File: config.mk
export PLATFORM = sky130hd
export DESIGN_NAME = double_ended_queue_with_search_core
export DESIGN_NICKNAME = d
export VERILOG_FILES = /design/src/rtl/dqs_pkg.sv /design/src/rtl/dqs_cell.sv /design/src/rtl/double_ended_queue_with_search_core.sv
export SDC_FILE = /design/constraint.sdc
export NUM_CORES = 2
export LEC_CHECK = 0
export BUFFER_PORTS_ARGS = -buffer_cell sky130_fd_sc_hd__buf_2
export CAP_MARGIN = 10
export CORE_ASPECT_RATIO = 0.75
export CORE_UTILIZATION = 63
export CTS_BUF_LIST = sky130_fd_sc_hd__clkbuf_16
export CTS_CLUSTER_DIAMETER = 200
export DETAILED_ROUTE_END_ITERATION = 8
export HOLD_SLACK_MARGIN = 0.02
export PLACE_DENSITY = 0.8
export REMOVE_ABC_BUFFERS = 1
export SYNTH_ARGS = -nofsm -noshare
export SYNTH_HDL_FRONTEND = slang
export SYNTH_HIERARCHICAL = 1
export SYNTH_SLANG_ARGS = --single-unit
File: constraint.sdc
create_clock -name clk -period 9.05 [get_ports clk]
set_input_delay 0.905 -clock clk [delete_from_list [all_inputs] [get_ports clk]]
set_output_delay 0.905 -clock clk [all_outputs]
set_load 0.05 [all_outputs]
File: src/rtl/dqs_pkg.sv
// shared types for the deque-with-search block: cell operations,
// slot contents and the search wave passed along the cell chain
`timescale 1ns / 1ps
`default_nettype none
package dqs_pkg;

  localparam int unsigned WORD_W = 32;

  // what every cell does at each clock edge
  typedef enum logic [2:0] {
    CELL_HOLD,
    CELL_SHR,    // push front: take left neighbor
    CELL_SHL,    // pop front: take right neighbor
    CELL_PUSHB,  // push back: first empty cell loads the word
    CELL_POPB    // pop back: last held cell drops its entry
  } cell_op_t;

  typedef struct packed {
    cell_op_t          op;
    logic [WORD_W-1:0] word;  // word to push or key to search for
  } cell_ctrl_t;

  typedef struct packed {
    logic              vld;
    logic [WORD_W-1:0] data;
  } slot_t;

  // front-to-back wave: match seen so far and last held entry seen so far
  typedef struct packed {
    logic              found;
    logic [WORD_W-1:0] last;
  } wave_t;

endpackage
`default_nettype wire

File: src/rtl/dqs_cell.sv
// one deque cell: holds a single entry and its valid bit, moves it to or
// from its neighbors, and advances the search wave by one position per cycle
// depends on dqs_pkg
`timescale 1ns / 1ps
`default_nettype none
module dqs_cell (
  input  wire logic               clk,
  input  wire logic               rst_n,
  input  dqs_pkg::cell_ctrl_t     ctrl,
  input  dqs_pkg::slot_t          left_i,
  input  dqs_pkg::slot_t          right_i,
  output dqs_pkg::slot_t          slot_o,
  input  dqs_pkg::wave_t          wave_i,
  output dqs_pkg::wave_t          wave_o,
  output dqs_pkg::wave_t          wave_nxt_o
);

  logic                         vld_r;
  logic                         vld_nxt;
  logic [dqs_pkg::WORD_W-1:0]   data_r;
  logic [dqs_pkg::WORD_W-1:0]   data_nxt;
  dqs_pkg::wave_t               wave_r;
  dqs_pkg::wave_t               wave_nxt;

  always_comb begin
    vld_nxt  = vld_r;
    data_nxt = data_r;
    case (ctrl.op)
      dqs_pkg::CELL_SHR: begin
        vld_nxt  = left_i.vld;
        data_nxt = left_i.data;
      end
      dqs_pkg::CELL_SHL: begin
        vld_nxt  = right_i.vld;
        data_nxt = right_i.data;
      end
      dqs_pkg::CELL_PUSHB: begin
        if (!vld_r && left_i.vld) begin
          vld_nxt  = 1'b1;
          data_nxt = ctrl.word;
        end
      end
      dqs_pkg::CELL_POPB: begin
        if (vld_r && !right_i.vld) begin
          vld_nxt = 1'b0;
        end
      end
      default: begin
        vld_nxt  = vld_r;
        data_nxt = data_r;
      end
    endcase
  end

  always_comb begin
    wave_nxt.found = wave_i.found | (vld_r & (data_r == ctrl.word));
    wave_nxt.last  = vld_r ? data_r : wave_i.last;
  end

  always_ff @(posedge clk) begin
    if (!rst_n) begin
      vld_r <= 1'b0;
    end else begin
      vld_r <= vld_nxt;
    end
    data_r <= data_nxt;
    wave_r <= wave_nxt;
  end

  assign slot_o.vld  = vld_r;
  assign slot_o.data = data_r;
  assign wave_o      = wave_r;
  assign wave_nxt_o  = wave_nxt;

endmodule
`default_nettype wire

File: src/rtl/double_ended_queue_with_search_core.sv
// Bounded deque of DEPTH signed 32-bit words with a membership search, built
// as a row of DEPTH cells with the front entry in the first cell. Pushes at
// either end, pops from the front and all commands that fail or do nothing
// complete in the idle state. A pop from the back and a search on a non-empty
// deque walk a wave along the cell row one cell per cycle, collecting the
// match flag and the last held entry. One command is in work at a time. A
// new one is taken only once the output register is free, that is when no
// result is held there or when the held result leaves at the same edge.
// depends on dqs_pkg and dqs_cell
`timescale 1ns / 1ps
`default_nettype none
module double_ended_queue_with_search_core #(
  parameter int unsigned DEPTH = 16
) (
  input  wire logic                         clk,
  input  wire logic                         rst_n,
  input  wire logic                         in_valid,
  output logic                              in_ready,
  input  wire logic [2:0]                   in_cmd,
  input  wire logic signed [31:0]           in_data_in,
  output logic                              out_valid,
  input  wire logic                         out_ready,
  output logic [1:0]                        out_status,
  output logic signed [31:0]                out_data_out,
  output logic [$clog2(DEPTH+1)-1:0]        out_count_after
);

  localparam int unsigned NW = $clog2(DEPTH + 1);
  localparam int unsigned CW = $clog2(DEPTH);

  localparam logic [2:0] CMD_PUSH_BACK  = 3'd0;
  localparam logic [2:0] CMD_PUSH_FRONT = 3'd1;
  localparam logic [2:0] CMD_POP_BACK   = 3'd2;
  localparam logic [2:0] CMD_POP_FRONT  = 3'd3;
  localparam logic [2:0] CMD_SEARCH     = 3'd4;

  localparam logic [1:0] STS_OK       = 2'd0;
  localparam logic [1:0] STS_EMPTY    = 2'd1;
  localparam logic [1:0] STS_FULL     = 2'd2;
  localparam logic [1:0] STS_NOTFOUND = 2'd3;

  typedef enum logic {
    ST_IDLE,
    ST_WALK
  } state_t;

  state_t                       state_r, state_nxt;
  logic [CW-1:0]                cnt_r, cnt_nxt;
  logic [NW-1:0]                count_r, count_nxt;
  logic                         pend_pop_r, pend_pop_nxt;
  logic [dqs_pkg::WORD_W-1:0]   key_r, key_nxt;
  logic                         out_valid_r, out_valid_nxt;
  logic [1:0]                   status_r, status_nxt;
  logic [dqs_pkg::WORD_W-1:0]   dout_r, dout_nxt;
  logic [NW-1:0]                cnt_out_r, cnt_out_nxt;

  dqs_pkg::cell_ctrl_t          ctrl;
  dqs_pkg::slot_t               slots [DEPTH];
  dqs_pkg::wave_t               waves [DEPTH];
  dqs_pkg::wave_t               wnxt  [DEPTH];
  dqs_pkg::wave_t               wave_end;

  logic out_free;
  logic accept;
  logic is_full;
  logic is_empty;

  assign out_free = !out_valid_r || out_ready;
  assign in_ready = (state_r == ST_IDLE) && out_free;
  assign accept   = in_valid && in_ready;
  assign is_full  = (count_r == NW'(DEPTH));
  assign is_empty = (count_r == '0);

  // cell row: cell 0 holds the front entry
  for (genvar i = 0; i < DEPTH; i++) begin : g_cell
    dqs_pkg::slot_t left_s;
    dqs_pkg::slot_t right_s;
    dqs_pkg::wave_t wave_in_s;

    if (i == 0) begin : g_first
      assign left_s.vld   = 1'b1;
      assign left_s.data  = ctrl.word;
      assign wave_in_s    = '0;
    end else begin : g_mid
      assign left_s    = slots[i-1];
      assign wave_in_s = waves[i-1];
    end

    if (i == DEPTH - 1) begin : g_last
      assign right_s  = '0;
      assign wave_end = wnxt[i];
    end else begin : g_inner
      assign right_s = slots[i+1];
    end

    dqs_cell u_cell (
      .clk        (clk),
      .rst_n      (rst_n),
      .ctrl       (ctrl),
      .left_i     (left_s),
      .right_i    (right_s),
      .slot_o     (slots[i]),
      .wave_i     (wave_in_s),
      .wave_o     (waves[i]),
      .wave_nxt_o (wnxt[i])
    );
  end

  always_comb begin
    state_nxt     = state_r;
    cnt_nxt       = cnt_r;
    count_nxt     = count_r;
    pend_pop_nxt  = pend_pop_r;
    key_nxt       = key_r;
    out_valid_nxt = out_valid_r && !out_ready;
    status_nxt    = status_r;
    dout_nxt      = dout_r;
    cnt_out_nxt   = cnt_out_r;
    ctrl.op       = dqs_pkg::CELL_HOLD;
    ctrl.word     = (state_r == ST_WALK) ? key_r : in_data_in;

    case (state_r)
      ST_IDLE: begin
        if (accept) begin
          status_nxt    = STS_OK;
          dout_nxt      = '0;
          out_valid_nxt = 1'b1;
          case (in_cmd)
            CMD_PUSH_BACK, CMD_PUSH_FRONT: begin
              if (is_full) begin
                status_nxt = STS_FULL;
              end else begin
                ctrl.op   = (in_cmd == CMD_PUSH_BACK) ? dqs_pkg::CELL_PUSHB
                                                      : dqs_pkg::CELL_SHR;
                count_nxt = count_r + 1'b1;
              end
            end
            CMD_POP_FRONT: begin
              if (is_empty) begin
                status_nxt = STS_EMPTY;
              end else begin
                ctrl.op   = dqs_pkg::CELL_SHL;
                dout_nxt  = slots[0].data;
                count_nxt = count_r - 1'b1;
              end
            end
            CMD_POP_BACK, CMD_SEARCH: begin
              if (is_empty) begin
                status_nxt = STS_EMPTY;
              end else begin
                // result comes after the wave has crossed the row
                out_valid_nxt = 1'b0;
                state_nxt     = ST_WALK;
                cnt_nxt       = '0;
                pend_pop_nxt  = (in_cmd == CMD_POP_BACK);
                key_nxt       = in_data_in;
              end
            end
            default: begin
              status_nxt = STS_OK;
            end
          endcase
          cnt_out_nxt = count_nxt;
        end
      end
      ST_WALK: begin
        if (cnt_r == CW'(DEPTH - 1)) begin
          if (out_free) begin
            state_nxt     = ST_IDLE;
            out_valid_nxt = 1'b1;
            if (pend_pop_r) begin
              ctrl.op    = dqs_pkg::CELL_POPB;
              status_nxt = STS_OK;
              dout_nxt   = wave_end.last;
              count_nxt  = count_r - 1'b1;
            end else begin
              status_nxt = wave_end.found ? STS_OK : STS_NOTFOUND;
              dout_nxt   = '0;
            end
            cnt_out_nxt = count_nxt;
          end
        end else begin
          cnt_nxt = cnt_r + 1'b1;
        end
      end
      default: begin
        state_nxt = ST_IDLE;
      end
    endcase
  end

  always_ff @(posedge clk) begin
    if (!rst_n) begin
      state_r     <= ST_IDLE;
      cnt_r       <= '0;
      count_r     <= '0;
      pend_pop_r  <= 1'b0;
      out_valid_r <= 1'b0;
    end else begin
      state_r     <= state_nxt;
      cnt_r       <= cnt_nxt;
      count_r     <= count_nxt;
      pend_pop_r  <= pend_pop_nxt;
      out_valid_r <= out_valid_nxt;
    end
    key_r     <= key_nxt;
    status_r  <= status_nxt;
    dout_r    <= dout_nxt;
    cnt_out_r <= cnt_out_nxt;
  end

  assign out_valid       = out_valid_r;
  assign out_status      = status_r;
  assign out_data_out    = signed'(dout_r);
  assign out_count_after = cnt_out_r;

endmodule
`default_nettype wire

==> results.tsv <==
metric	value	unit
CTS sink count	1106	
CP endpoint kind	flop	
# IOs	80	
setup repair after global routing missed its margin	false	
Pleak	20.4	nW
Core Region	82800	sq um
total CTS buffers	104	
HP Start	in_data_in[17]	
Filler Cells Inserted	5865	
slew margin rel.	15.7	%
H-tree levels	3	
DRT Wirelength	162000	um
Skew-Pair Late Insertion Delay	0.70	ns
synth warn	6	
Worst R2R Setup Slack	4.20	ns
Power Density	226	nW/um^2
antenna violations before repair	6	
Slew @ Worst Pin	1.26	ns
CP bufs+invs	3	
synthesized area	53000	sq um
CTS Buffer Depth	3	
GPL Wtd Cong	0.956	
Worst Path Required	9.36	ns
Worst Setup Start Kind	flop	
Worst Hold Path Cells	1	
Hold Path Sink	key_r[17]	
# hold bufs at CTS	0	
crit path cell chain	inv_1 > ha_1 > nand4bb_1 > nand2_1 > nor2_4 > buf_4 > buf_4 > o21bai_1 > a31oi_4	
fin worst setup slack	4.20	ns
average cell area after synthesis	11.9	sq um
max layer used	met5	
nets	4562	
R2R Path Start	count_r[0]	
met1 WL	68300	um
metal3 WL	25400	um
layout cell share with drive strength beyond 1	19.2	%
crit path max fanout	59	
routed length on met2	61100	um
largest net degree at the start of global routing	125	
cts repair resizes	0	
Reg clk slew, reported paths	0.06	ns
crit path DAT	5.17	ns
Post-DRT Antenna Nets	0	
fin crit share	53.6	%
DR pass1 iterations	6	
max frequency	206	MHz
Crit Path Category	reg2reg	
std cell rows	91	
max incr delay on CP	0.95	ns
chip width	337	um
CTS Root Cell	clkbuf_16	
max_cap viols	0	
global route overflow	0	
most used cell, CP	buf_4	
Initial DRC Count	5862	
global-route wire length before repair	233000	um
number of setup buffers added after CTS	0	
post-DP HPWL	106000	um
Die Footprint	85300	sq um
Die Span Y	253	um
Place WS	4.13	ns
Worst R2R End	g_cell[8].u_cell/data_r[21]	
Final Hold Fails	0	
Syn-to-layout area delta	9.06	%
Cells after Synth	4472	
status	finished clean	
wire per inst	28.2	um
Top delay family on crit path	buffers and inverters	
vias in the first global route	34400	
DR vias/cell	6.54	
slowest CP cell	a31oi_4	
clk_skew	0.0149	ns
I/O Buffers	79	
DR DRC count	0	
Total GRT Usage	37.5	%
CTS tree	yes	
Hold Slack	0.387	ns
r2r worst-path depth	9	
final setup TNS	0	ns
Initial Util	64.0	%
Final setup viols	0	
Final Max Slew Viols	0	
via count	37400	
Peak VDD IR	0.191	mV
fin crit period	4.85	ns
Worst Hold Class	in2reg	
==> where the power goes <==
group | leakage [nW] | internal, mW | total (mW) | switching, mW
Clock | 1.81 | 2.48 | 4.44 | 1.96
Combinational | 8.79 | 0.894 | 2.02 | 1.13
Sequential | 9.83 | 6.06 | 6.58 | 0.522
Total | 20.4 | 9.44 | 13.0 | 3.61
==> layer usage <==
metal  vias to the layer above  track usage [%]
met1                     18100             57.5
met2                      2762             47.3
met3                       340             12.8
met5                         -                0
li1                      16200                -
met4                         2             15.0
==> flip-flops by register name, summed over array words and instances (netlist names) <==
| name | count |
|---|---|
| out_status | 2 |
| count_r | 5 |
| g_cell.u_cell/data_r | 512 |
| state_r | 1 |
| g_cell.u_cell/wave_o | 495 |
| cnt_r | 4 |
| out_valid | 1 |
| key_r | 32 |
| pend_pop_r | 1 |
| out_count_after | 5 |
| g_cell.u_cell/vld_r | 16 |
| out_data_out | 32 |
==> stage by stage <==
step	util, %	power, mW	std cells	instance area, sq um
CTS	69.8	12.9	5726	57800
global placement	65.7	8.52	5529	54400
detailed placement	65.7	8.56	5529	54400
finish	69.9	13.0	5728	57800
global route	69.8	13.4	5727	57800
floorplan	-	8.09	4264	51700
==> layout make-up <==
type | instances | area [sq um] | share of cell area [%]
antenna | 1 | 2.50 | 0.00433
clock buffer | 110 | 2750 | 4.76
clock inverter | 87 | 683 | 1.18
inverter | 21 | 78.8 | 0.136
multi-input combinational | 3137 | 24000 | 41.4
sequential | 1106 | 28000 | 48.4
tap | 1116 | 1400 | 2.42
timing repair buffer | 150 | 973 | 1.68
==> worst max-delay path by stage <==
stage / startpoint / endpoint / slack (ns) / depth (start not counted)
floorplan: state_r / g_cell[0].u_cell/data_r[0] / -45.79 / 4
global placement: in_valid / g_cell[7].u_cell/data_r[18] / 4.18 / 8
detailed placement: in_valid / g_cell[8].u_cell/data_r[26] / 4.13 / 8
CTS: count_r[0] / g_cell[8].u_cell/data_r[4] / 4.31 / 9
global route: count_r[0] / g_cell[8].u_cell/data_r[26] / 3.98 / 9
finish: count_r[0] / g_cell[8].u_cell/data_r[21] / 4.20 / 9
==> cell usage in the layout (no fill, tap or decap), drive strengths merged, types with 22 or more instances in the layout <==
cell	instances
edfxtp	583
mux2	546
nand2	541
o21ai	535
dfxtp	523
mux2i	513
xnor2	450
buf	150
clkbuf	110
nand4	98
xor2	84
conb	68
inv	54
clkinv	42
nor4	33
a22o	32
nand3	24
nor2	24
a21oi	22
(Power assumes the default switching activity.)
